$ cat src/sv/page_transition_counter_defines.svh
// assertion macros for the page transition counter
// used by modules that check their own logic; needs clk_i and rst_ni in scope
`ifndef PAGE_TRANSITION_COUNTER_DEFINES_SVH
`define PAGE_TRANSITION_COUNTER_DEFINES_SVH

// checked only outside reset
`define PTC_ASSERT(name, prop, msg) \
  name: assert property (@(posedge clk_i) disable iff (!rst_ni) (prop)) else $error(msg);

// checked at every edge, reset included
`define PTC_ASSERT_ALWAYS(name, prop, msg) \
  name: assert property (@(posedge clk_i) (prop)) else $error(msg);

`endif

$ cat src/sv/ptc_pkg.sv
// shared types, constants and helpers of the page transition counter
// no dependencies
`timescale 1ns / 1ps
`default_nettype none

package ptc_pkg;

  // default sizes of the tables
  localparam int FILE_SLOTS_DEF = 4;
  localparam int PAGES_DEF      = 256;
  localparam int SUCCESSORS_DEF = 4;

  // fixed field widths
  localparam int SLOT_W     = 2;
  localparam int OFFSET_W   = 16;
  localparam int PAGE_OUT_W = 8;
  localparam int COUNT_W    = 16;
  localparam int STATUS_W   = 2;
  localparam int LIMIT_W    = 9;

  localparam logic [LIMIT_W-1:0] LIMIT_RESET = 9'd256;
  localparam logic [COUNT_W-1:0] COUNT_MAX   = 16'hFFFF;

  // result status codes
  localparam logic [STATUS_W-1:0] STATUS_COUNTED = 2'd0;
  localparam logic [STATUS_W-1:0] STATUS_FULL    = 2'd1;
  localparam logic [STATUS_W-1:0] STATUS_RANGE   = 2'd2;

  typedef struct packed {
    logic [SLOT_W-1:0]   file_slot;
    logic [OFFSET_W-1:0] page_offset;
  } in_word_t;

  typedef struct packed {
    logic [PAGE_OUT_W-1:0] from_page;
    logic [PAGE_OUT_W-1:0] to_page;
    logic [COUNT_W-1:0]    pair_count;
    logic [COUNT_W-1:0]    total_count;
    logic [STATUS_W-1:0]   status;
  } out_word_t;

  // controller to datapath
  typedef struct packed {
    logic clear;
    logic capture;
    logic set_reject;
    logic set_first;
    logic lookup;
    logic commit;
    logic load_out;
  } ptc_cmd_t;

  // datapath to controller
  typedef struct packed {
    logic clear_done;
    logic skip;
    logic reject;
    logic first;
    logic out_free;
  } ptc_stat_t;

  // saturating increment of a count
  function automatic logic [COUNT_W-1:0] sat_inc(input logic [COUNT_W-1:0] v);
    sat_inc = (v == COUNT_MAX) ? COUNT_MAX : v + 16'd1;
  endfunction

endpackage

`default_nettype wire

$ cat src/sv/ptc_ctrl.sv
// controller of the page transition counter: sequences clear, check, lookup,
// update and output of one word; depends on ptc_pkg
`timescale 1ns / 1ps
`default_nettype none

module ptc_ctrl (
  input  wire logic             clk_i,
  input  wire logic             rst_ni,
  input  wire logic             in_valid_i,
  output logic                  in_ready_o,
  input  wire ptc_pkg::ptc_stat_t stat_i,
  output ptc_pkg::ptc_cmd_t     cmd_o
);

  typedef enum logic [2:0] {
    S_CLEAR,
    S_IDLE,
    S_CHECK,
    S_EVAL,
    S_EMIT
  } state_e;

  state_e state_q, state_d;
  logic   accept;

  assign in_ready_o = (state_q == S_IDLE);
  assign accept     = in_valid_i && in_ready_o;

  // commands decoded from state and status
  always_comb begin
    cmd_o            = '0;
    cmd_o.clear      = (state_q == S_CLEAR);
    cmd_o.capture    = accept;
    cmd_o.set_reject = (state_q == S_CHECK) && !stat_i.skip && stat_i.reject;
    cmd_o.set_first  = (state_q == S_CHECK) && !stat_i.skip && !stat_i.reject &&
                       stat_i.first;
    cmd_o.lookup     = (state_q == S_CHECK) && !stat_i.skip && !stat_i.reject &&
                       !stat_i.first;
    cmd_o.commit     = (state_q == S_EVAL);
    cmd_o.load_out   = (state_q == S_EMIT) && stat_i.out_free;
  end

  // next state
  always_comb begin
    state_d = state_q;
    unique case (state_q)
      S_CLEAR: if (stat_i.clear_done) state_d = S_IDLE;
      S_IDLE:  if (accept) state_d = S_CHECK;
      S_CHECK: begin
        if (stat_i.skip || (!stat_i.reject && stat_i.first)) begin
          state_d = S_IDLE;
        end else if (stat_i.reject) begin
          state_d = S_EMIT;
        end else begin
          state_d = S_EVAL;
        end
      end
      S_EVAL:  state_d = S_EMIT;
      S_EMIT:  if (stat_i.out_free) state_d = S_IDLE;
      default: state_d = S_CLEAR;
    endcase
  end

  always_ff @(posedge clk_i or negedge rst_ni) begin
    if (!rst_ni) begin
      state_q <= S_CLEAR;
    end else begin
      state_q <= state_d;
    end
  end

endmodule

`default_nettype wire

$ cat config.mk
export PLATFORM = sky130hd
export DESIGN_NAME = ptc_ctrl
export DESIGN_NICKNAME = d
export VERILOG_FILES = /design/src/sv/page_transition_counter_defines.svh /design/src/sv/ptc_pkg.sv /design/src/sv/ptc_ctrl.sv
export SDC_FILE = /design/constraint.sdc
export NUM_CORES = 1
export LEC_CHECK = 0
export BUFFER_PORTS_ARGS = -buffer_cell sky130_fd_sc_hd__buf_2
export CAP_MARGIN = 15
export CORE_AREA = 2 2 39 41
export DETAILED_ROUTE_END_ITERATION = 8
export DIE_AREA = 0 0 41 43
export SYNTH_ARGS = -nofsm -noshare
export SYNTH_HDL_FRONTEND = slang
export SYNTH_SLANG_ARGS = --single-unit
$ cat constraint.sdc
create_clock -name clk_i -period 1.4 [get_ports clk_i]
set_clock_uncertainty 0.05 [all_clocks]
set_input_delay 0.21 -clock clk_i [delete_from_list [all_inputs] [get_ports clk_i]]
set_output_delay 0.21 -clock clk_i [all_outputs]
set_load 0.02 [all_outputs]
### After elaboration in Yosys (flattened, before gate mapping)

Index checks and enable logic that the tools add are counted.
Widths: inputs -> output; s select.

* register bits after elaboration: 3
* bits in latches: 0
* memory bits (writable): 0
* memory bits (read-only): 0
* input bits: 8
* output and inout bits: 8
* word-level logic and storage cells: 28
* memories: 0

* add/sub/neg operators: 0
* multiply operators: 0
* div/mod/pow operators: 0
* order comparisons: 0
* equality and inequality tests: 7
* shift operators: 0
* mux-type cells: 6
* bitwise logic cells: 0
* reduce and logical (&&, ||, !) cells: 14

Operator list (count)
* $mux 3: 5
* $pmux 3 s5: 1
* $logic_and 1x1->1: 8
* $eq 3x2->1 const B: 2
* $ne 2x2->1 const B: 2
* $eq 3x1->1 const B: 1
* $eq 3x3->1 const B: 1
* $logic_not 1->1: 3
* $logic_not 3->1: 1
* $reduce_and 3->1: 1
* $ne 2x1->1 const B: 1
* $logic_or 1x1->1: 1

### Longest topological paths before layout

Gate-level depths: netlist of the first run.

* depth after elaboration: 5
* gate-level depth with buffers: 4
* mapped depth without buffers: 3

### Worst setup path before layout of the first run

No wires, ideal clock.

* path type: register to output
* from: register state_q[0]
* to: output port cmd_o[2] (netlist name)
* arrival time: 1.193 ns
* slack: -0.053 ns
* cell stages (with the launch flop): 5
* buffers on the path: 1
* cells stage by stage: dfrtp_1 buf_4 nor2_1 nand2_1 nor3_1

RTL lines
* from (decl): line ptc_ctrl.sv:23 `state_e state_q, state_d;`
* from (signal assigned): line ptc_ctrl.sv:68 `state_q <= state_d;`
* to (decl): line ptc_ctrl.sv:12 `output ptc_pkg::ptc_cmd_t cmd_o`

==> results of run 1 <==
-- stage by stage --
step	util, %	hold slack (ns)
2_1_floorplan	-	-0.1356
3_3_place_gp	24.59	-0.03807
3_5_place_dp	24.59	-0.04429
4_1_cts	31.10	0.1293
5_1_grt	32.28	0.1410
6_report	32.28	0.1384
-- routing by layer --
| metal | track usage [%] | vias to the layer above | part of all wire, % |
|---|---|---|---|
| met3 | 1.571 | 3 | 10 |
| li1 | - | 147 | - |
| met2 | 12.19 | 23 | 45 |
| met1 | 12.34 | 131 | 41 |
| met5 | 0 | - | 0 |
| met4 | 10.00 | 0 | 3.8 |
-- cells in the mapped netlist --
master / number / share of area (%)
a21oi_1: 2 / 4.0
a221o_1: 1 / 4.0
and2_1: 2 / 5.0
and3_1: 2 / 5.0
and3_4: 1 / 4.5
buf_4: 2 / 6.1
dfrtp_1: 3 / 30
inv_1: 3 / 4.5
mux2i_1: 1 / 4.0
nand2_1: 2 / 3.0
nand3_1: 1 / 2.0
nand3b_1: 1 / 3.0
nor2_1: 3 / 4.5
nor2_2: 1 / 2.5
nor2b_4: 1 / 5.6
nor3_1: 2 / 4.0
nor3b_2: 1 / 5.0
o22ai_1: 1 / 2.5
-- worst reg2reg max path, stage by stage, from the launching register on --
cell     delay (ns)
dfrtp_1        0.40
nor2b_4        0.15
buf_4          0.13
buf_4          0.13
a221o_1        0.31
-- repair_timing --
item                                   in CTS  in global routing
gates resized for setup                    11                  3
pin swaps                                   1                  1
hold buffers                                1                  0
buffers inserted                            3                  1
endpoints found under the hold margin       3                  0
setup endpoints to repair                   7                  8
-- final cells by class --
class | instances | area, µm²
multi-input combinational | 22 | 168.9
inverter | 3 | 11.26
fill | 156 | 937.1
tap | 16 | 20.02
timing repair buffer | 21 | 142.6
sequential | 3 | 77.57
clock buffer | 4 | 26.28
-- worst min path at each step --
stage	from	slack [ns]	cells past startpoint	endpoint
after floorplan	rst_ni	-0.14	0	state_q[0]$_DFFE_PN0P_
after global placement	rst_ni	-0.04	1	state_q[2]$_DFFE_PN0P_
after CTS	stat_i[0]	0.13	2	state_q[2]$_DFFE_PN0P_
after detailed placement	rst_ni	-0.04	1	state_q[0]$_DFFE_PN0P_
after global routing	stat_i[0]	0.14	2	state_q[2]$_DFFE_PN0P_
final	stat_i[0]	0.14	2	state_q[2]$_DFFE_PN0P_
-- cells by family (layout without fill, tap and decap cells) --
| group | after synthesis | after routing | synth area share (%) |
|---|---|---|---|
| flip-flops | 3 | 3 | 30.30 |
| AO/OA/AOI/OAI | 4 | 4 | 10.61 |
| multiplexers | 1 | 1 | 4.041 |
| buffers and inverters | 5 | 28 | 10.60 |
| AND/OR/NAND/NOR | 17 | 17 | 44.44 |
-- power by group --
part           switching [mW]  leakage (nW)  total, mW  internal [mW]
clock                  0.0521        0.0150      0.159          0.107
combinational           0.266         0.173      0.527          0.261
sequential             0.0629        0.0362      0.193          0.130
==> impl_results.md, run 1 <==
* Startpoint class of the critical path: flop
* Max-slew violation count at 0
* Most frequent cells in the layout: buf_2, buf_4, inv_1, clkbuf_4
* Post-DP HPWL at 510.8 µm
* Total Power at just under 0.9 mW
* Placed cells at 60
* Post-DR vias/cell at 4.406
* Clk sinks at 3
* Tcrit/Tclk final at 105.2%
* TritonCTS buffer count at 3
* Die H at 43 µm
* Largest regs: state_q (3)
* Pin count of the biggest net entering global routing at 7
* Commonest non-fill, non-tap cell in the layout: buf_2
* PwrDens at 1968 nW/µm²
* Slowest-stage cell, CP: dfrtp_1
* CTS tree: built
* Setup TNS at -0.3230 ns
* Reg2reg start: state_q[1]$_DFFE_PN0P_
* Drt pass-1 iters at 5
* Cell count after synthesis at 30
* IO Pins at 16
* Reg-to-reg endpoint: state_q[0]$_DFFE_PN0P_
* Dpl cell area at 340.3 µm²
* FMAX at approximately 680 MHz
* Vias in the first global route at 281
* Place WS at 0.06981 ns
* Final setup vio count at 7
* Most flop-heavy register: state_q
* First-pass GRT wire length at ~1100 µm
* Initial antenna violation count at 0
* Starting Density at 17.90%
* Hold Fails Final Rpt at 0
* VDD IR-drop max at 592.9 µV
* CP Data Arrival Time at about 1.2 ns
* Layout cell share with drive strength beyond 1 at 62.26%
* DRC Markers at 0
* Synth Register Bits at 3
* Design area at 446.7 µm²
* Synth warnings at 0
* Total Routed Length at roughly 700 µm
* CTS H-tree lvls at 1
* Max cap viols at 0
* Largest register FFs at 3
* Final Non-Filler Cells at 69
* Setup CP Type: flop to output port
* Top delay family on crit path: flip-flops
* Routed wire length per instance at 10.20 µm
* Min-delay worst type: primary input to flop
* Maximum root-to-sink buffer count at 2
* Layout area overhead at 80.30%
* Post-DRT Antenna Nets at 0
* R2R setup slack at about 0.10 ns
* Iter 0 DRT Violations at 7
* Gpl congestion at 0.8198
* Mapped Area at 247.7 µm²
* Tightest Pin Transition at 0.2024 ns
* Clk pin slew, worst setup/hold paths at 0.04 ns
* Root Buffer: clkbuf_4
* Die X at 41 µm
* Setup crit end kind: output port
* Core area at 1384 µm²
* Mean Syn Cell Area at 8.258 µm²
* Worst setup startpoint: state_q[1]$_DFFE_PN0P_
* WP data required at 1.14 ns
* Critical Path Sink: cmd_o[0]
* Total GRT Usage at a little under a tenth
* Slew margin rel. at 86.51%
* Unrepaired setup endpoints after global routing: yes
* Yosys cell types at 18
* Site Rows at 14
* Via count of the routed design at 304
* Seq/Total Area, Yosys at a little under a third
* Lkg Pwr at 0.2238 nW
* Stages on the worst setup path at 4
* Skew-Pair Late Insertion Delay at 0.24 ns
* Die ar. at 1763 µm²
* Syn_nets at 38
* Max stage delay on crit path at approximately 0.40 ns
* Final WS setup at -0.07271 ns
* R2R depth at 4
* Status: finished with violations
* Grt total ovfl at 0
* Tmin final at 1.473 ns
* Worst path cell trace: buf_4 -> nor2_4 -> and3_4 -> buf_6
* Final net count at 62
* Buffers on Ports at 15
* ANT cells at 0
* Worst-path fanout max at 4
* Crit path buf inv count at 2
* Failing checks: negative setup slack
(Power assumes the default switching activity.)
==> run 2, diff against run 1 <==
PLACE_DENSITY = 0.4   (was not set)
==> run 2 against run 1 <==
Net effect: the flow still finishes with violations (negative setup slack); first-iteration DRC count shrank 71%; combinational power up 27%; power is 14% higher; critical path type unchanged; via count increased by 5.6%; largest power group unchanged; sequential power fell by 8%; die area stayed put; global-route usage up 1.1 points.
==> impl_results.md, run 2 (synthesis results as in run 1) <==
* Status: finished with violations
* Failing checks: negative setup slack
* Max stage delay on crit path at 0.44 ns (+0.04 ns)
* Slowest-stage cell, CP: dfrtp_2
* R2R setup slack at 0.08 ns (-0.02 ns)
* Pin count of the biggest net entering global routing at 9 (+2)
* CTS tree: built
* Final WS setup at -0.06216 ns (+0.01055 ns)
* Via count of the routed design at 321 (+5.6%)
* Final setup vio count at 7 (unchanged)
* FMAX at 683.9 MHz (+0.72%)
* Setup CP Type: flop to output port
* Layout cell share with drive strength beyond 1 at 64.29% (+2.0 points)
* Gpl congestion at 0.7152 (-13%)
* Root Buffer: clkbuf_4
* Unrepaired setup endpoints after global routing: yes
* Largest register FFs at 3 (unchanged)
* Die H at 43 µm (unchanged)
* Total Power at 1.002 mW (+14%)
* Post-DRT Antenna Nets at 0 (unchanged)
* ANT cells at 0 (unchanged)
* Drt pass-1 iters at 5 (unchanged)
* Grt met1 use at 14.15% (+1.8 points)
* Total Routed Length at 807 µm (+15%)
* Tmin final at 1.462 ns (-0.01055 ns)
* Lkg Pwr at 0.2469 nW (+10%)
* Top delay family on crit path: flip-flops
* Setup crit end kind: output port
* Tcrit/Tclk final at 104.4% (-0.75 points)
* Clk pin slew, worst setup/hold paths at 0.04 ns (about the same)
* Startpoint class of the critical path: flop
* Slew margin rel. at 83.34% (-3.2 points)
* Final Core Density at 35.80% (+3.5 points)
* Max-slew violation count at 0 (unchanged)
* CP Data Arrival Time at 1.20 ns (about the same)
* Met2 Use GR at 14.37% (+2.2 points)
* Initial antenna violation count at 0 (unchanged)
* Clk sinks at 3 (unchanged)
* Buffers on Ports at 15 (unchanged)
* Site Rows at 14 (unchanged)
* Hold Fails Final Rpt at 0 (unchanged)
* Commonest non-fill, non-tap cell in the layout: buf_4
* Core area at 1384 µm² (unchanged)
* WP data required at 1.14 ns (about the same)
* Total GRT Usage at 10.64% (+1.1 points)
* Die ar. at 1763 µm² (unchanged)
* PwrDens at 2023 nW/µm² (+2.8%)
* Worst path cell trace: nor2b_4 -> nand2_2 -> nor3b_2 -> buf_4
* Min Hold Slack at 0.1431 ns (+0.004665 ns)
* Skew-Pair Late Insertion Delay at 0.24 ns (about the same)
* Iter 0 DRT Violations at 2 (-5)
* Max cap viols at 0 (unchanged)
* Global Route met3 Usage at 2.094% (+0.52 points)
* DRC Markers at 0 (unchanged)
* Min-delay worst type: primary input to flop
* CTS H-tree lvls at 1 (unchanged)
* Die X at 41 µm (unchanged)
* Largest regs: state_q (3)
* Post-DP HPWL at 520.9 µm (+2.0%)
* Most frequent cells in the layout: buf_4, buf_2, buf_6
* Final net count at 65 (+4.8%)
* Worst-path fanout max at 4 (unchanged)
* TritonCTS buffer count at 3 (unchanged)
* Place WS at 0.07698 ns (+0.007174 ns)
* Most flop-heavy register: state_q
* First-pass GRT wire length at 1248 µm (+14%)
* Starting Density at 17.90% (unchanged)
* Grt total ovfl at 0 (unchanged)
* Post-DR vias/cell at 4.458 (+1.2%)
* Layout area overhead at 100.0%
* Crit path buf inv count at 1 (-1)
* VDD IR-drop max at 579.1 µV (-2.3%)
* Maximum root-to-sink buffer count at 2 (unchanged)
* Tightest Pin Transition at 0.2498 ns (+0.04748 ns)
* Vias in the first global route at 290 (+3.2%)
* Routed wire length per instance at 11.21 µm (+9.9%)
* IO Pins at 16 (unchanged)
* GRT Max-Usage Layer: met2
## run 2: what timing repair did
item                                   CTS  global route
buffers inserted                         5             2
pin swaps                                1             2
setup endpoints to repair                7             8
gates cloned                             0             0
hold buffers                             1             0
resized for setup                       16             5
endpoints found under the hold margin    3             0
## run 2: metrics by stage
step / area [µm²] / setup TNS [ns] / cells
2_1_floorplan: 252.7 / 0 / 30
3_5_place_dp: 340.3 / 0 / 60
6_report: 495.5 / -0.2983 / 72
4_1_cts: 461.7 / -0.3068 / 70
5_1_grt: 495.5 / -0.7020 / 72
3_3_place_gp: 340.3 / 0 / 60
## run 2: cell type report
class	count	area [µm²]
fill	151	888.4
tap	16	20.02
timing repair buffer	24	187.7
inverter	3	11.26
sequential	3	76.32
multi-input combinational	22	173.9
clock buffer	4	26.28
## run 2: metal layers
metal  up-vias  wire length, µm
li1        154                -
met1       144              325
met2        21              418
met3         2               59
met4         0                3
met5         -                0
## run 2: final timing paths
| kind | from | end | cells past startpoint |
|---|---|---|---|
| min in group asynchronous | rst_ni | state_q[2]$_DFFE_PN0P_ | 2 |
| max in group asynchronous | rst_ni | state_q[2]$_DFFE_PN0P_ | 2 |
| max | state_q[2]$_DFFE_PN0P_ | cmd_o[3] | 4 |
| min | stat_i[0] | state_q[2]$_DFFE_PN0P_ | 2 |
| max reg2reg | state_q[2]$_DFFE_PN0P_ | state_q[0]$_DFFE_PN0P_ | 4 |
| min reg2reg | state_q[2]$_DFFE_PN0P_ | state_q[1]$_DFFE_PN0P_ | 2 |
## run 2: report_power, final
part           switching, mW  internal (mW)  total [mW]  leakage [nW]
Sequential            0.0510          0.127       0.178        0.0373
Combinational          0.317          0.350       0.667         0.195
Clock                 0.0501          0.107       0.157        0.0150
Total                  0.419          0.584        1.00         0.247
==> run 3, diff against run 2 <==
clock period = 1.55 ns   (was 1.4 ns; I/O delays follow)
==> run 3 against run 2 <==
Net effect: the run now ends clean; routed wire length is 15% lower; core utilization is 5.6 points lower; clock-buffer cell count stayed put; sequential power is 7% lower; first-iteration DRC count is 50% higher; setup slack better by 0.11 ns; power is 26% lower; global-route usage is 1.2 points lower; register-to-register slack better by 0.29 ns; clock power is 13% lower; combinational power is 34% lower; largest power group unchanged.
==> impl_results.md, run 3 (synthesis results as in run 1) <==
* Status: finished clean
* Min-delay worst type: primary input to flop
* Unrepaired setup endpoints after global routing: yes
* Final Core Density at 30.20% (-5.6 points)
* Tmin final at around 1.5 ns
* Drt pass-1 iters at 2 (-3)
* Final net count at 61 (-6.2%)
* R2R setup slack at 0.37 ns (+0.29 ns)
* First-pass GRT wire length at 1090 µm (-13%)
* Max-slew violation count at 0 (unchanged)
* Die ar. at 1763 µm² (unchanged)
* Fillers at 162 (+7.3%)
* Max cap viols at 0 (unchanged)
* Clk sinks at 3 (unchanged)
* Setup TNS at 0 ns (+0.2983 ns)
* Grt met1 use at 9.709% (-4.4 points)
* Layout cell share with drive strength beyond 1 at 59.62% (-4.7 points)
* TritonCTS buffer count at 3 (unchanged)
* Total Power at 0.7378 mW (-26%)
* Hold Crit Endpoint: state_q[2]$_DFFE_PN0P_
* Clk pin slew, worst setup/hold paths at 0.03 ns (about the same)
* R2R depth at 4 (unchanged)
* Post-DRT Antenna Nets at 0 (unchanged)
* Slew margin rel. at 87.41% (+4.1 points)
* Dpl cell area at 335.3 µm² (-1.5%)
* Layout area overhead at 68.69%
* Pin count of the biggest net entering global routing at 7 (-2)
* Worst-path fanout max at 5 (+1)
* Routed wire length per instance at 10.07 µm (-10%)
* FMAX at 664.9 MHz
* Die X at 41 µm (unchanged)
* Met2 Use GR at 15.31% (+0.94 points)
* Largest register FFs at 3 (unchanged)
* Hold Startpoint: stat_i[0]
* Commonest non-fill, non-tap cell in the layout: buf_2
* Grt total ovfl at 0 (unchanged)
* Skew-Pair Late Insertion Delay at 0.23 ns (about the same)
* WHS Path Cells at 2 (unchanged)
* Min Hold Slack at 0.1848 ns (+0.04173 ns)
* CTS H-tree lvls at 1 (unchanged)
* Setup crit end kind: output port
* Total Routed Length at 685 µm (-15%)
* IO Pins at 16 (unchanged)
* Post-DR vias/cell at 4.191 (-6.0%)
* Maximum root-to-sink buffer count at 2 (unchanged)
* Buffers on Ports at 15 (unchanged)
* Total GRT Usage at 9.457% (-1.2 points)
* Lkg Pwr at 0.2141 nW (-13%)
* Reg-to-reg endpoint: state_q[0]$_DFFE_PN0P_
* Core area at 1384 µm² (unchanged)
* Iter 0 DRT Violations at 3 (+1)
* ANT cells at 0 (unchanged)
* Vias in the first global route at 284 (-2.1%)
* Global Route met3 Usage at 3.141% (+1.0 points)
* Final setup vio count at 0 (-7)
* Most flop-heavy register: state_q
* Design area at 417.9 µm² (-16%)
* Hold Fails Final Rpt at 0 (unchanged)
* WP data required at 1.27 ns (+0.13 ns)
* Via count of the routed design at 285 (-11%)
* Tightest Pin Transition at 0.1888 ns (-0.06102 ns)
* Site Rows at 14 (unchanged)
* PwrDens at 1766 nW/µm² (-13%)
* VDD IR-drop max at 434.2 µV (-25%)
* GRT Max-Usage Layer: met2
* Starting Density at 17.90% (unchanged)
* Root Buffer: clkbuf_4
* CP Data Arrival Time at 1.22 ns (+0.02 ns)
* Most frequent cells in the layout: buf_2, buf_4, inv_1, clkbuf_4
* Post-DP HPWL at 521.7 µm (+0.15%)
* Setup CP Type: flop to output port
* Largest regs: state_q (3)
* Startpoint class of the critical path: flop
* Initial antenna violation count at 0 (unchanged)
* DRC Markers at 0 (unchanged)
* Die H at 43 µm (unchanged)
* Gpl congestion at 0.6963 (-2.6%)
* Tcrit/Tclk final at 97.04%
* CTS tree: built
* Reg2reg start: state_q[0]$_DFFE_PN0P_
-- run 3: changes by cell type in the layout (fill, tap and decap cells not counted), sizes merged --
cell  previous run  this run
buf             23        19
-- run 3: worst max-delay path by stage --
stage	cells after the start	startpoint	to	slack, ns
6_report	4	state_q[2]$_DFFE_PN0P_	cmd_o[3]	0.05
5_1_grt	4	state_q[1]$_DFFE_PN0P_	cmd_o[3]	-0.04
4_1_cts	4	state_q[2]$_DFFE_PN0P_	cmd_o[3]	0.002
3_5_place_dp	4	state_q[0]$_DFFE_PN0P_	cmd_o[3]	0.19
3_3_place_gp	4	state_q[0]$_DFFE_PN0P_	cmd_o[2]	0.18
2_1_floorplan	4	state_q[0]$_DFFE_PN0P_	cmd_o[2]	0.07
-- run 3: worst max-delay path, cell delays in order (launching register included) --
cell	delay (ns)
dfrtp_2	0.44
nor2b_4	0.16
nand2_2	0.08
nor3b_2	0.15
buf_4	0.16
-- run 3: power breakdown --
part	leakage, nW	total [mW]	switching [mW]	internal, mW
logic	0.163	0.437	0.230	0.207
clock network	0.0150	0.136	0.0392	0.0964
registers	0.0362	0.165	0.0482	0.117
-- run 3: repair_timing --
item                       in CTS  in global routing
resized for setup               4                  5
hold buffers                    1                  0
setup endpoints to repair       3                  4
buffers inserted                2                  1
hold endpoints to repair        3                  0
-- run 3: final cells by class --
cell class | count | area [µm²] | area share (%)
multi-input combinational | 22 | 156.4 | 37.43
timing repair buffer | 20 | 126.4 | 30.24
sequential | 3 | 77.57 | 18.56
clock buffer | 4 | 26.28 | 6.287
tap | 16 | 20.02 | 4.790
inverter | 3 | 11.26 | 2.695
-- run 3: through the flow --
stage,std cells,setup WS [ns]
floorplan,30,0.07449
global placement,60,0.1761
detailed placement,60,0.1885
CTS,67,0.002097
global route,68,-0.04330
finish,68,0.04595
-- run 3: layer usage --
layer	vias up	part of all wire, %
met1	132	40
met4	0	0
met3	0	5.1
met2	8	54
li1	145	-
met5	-	0
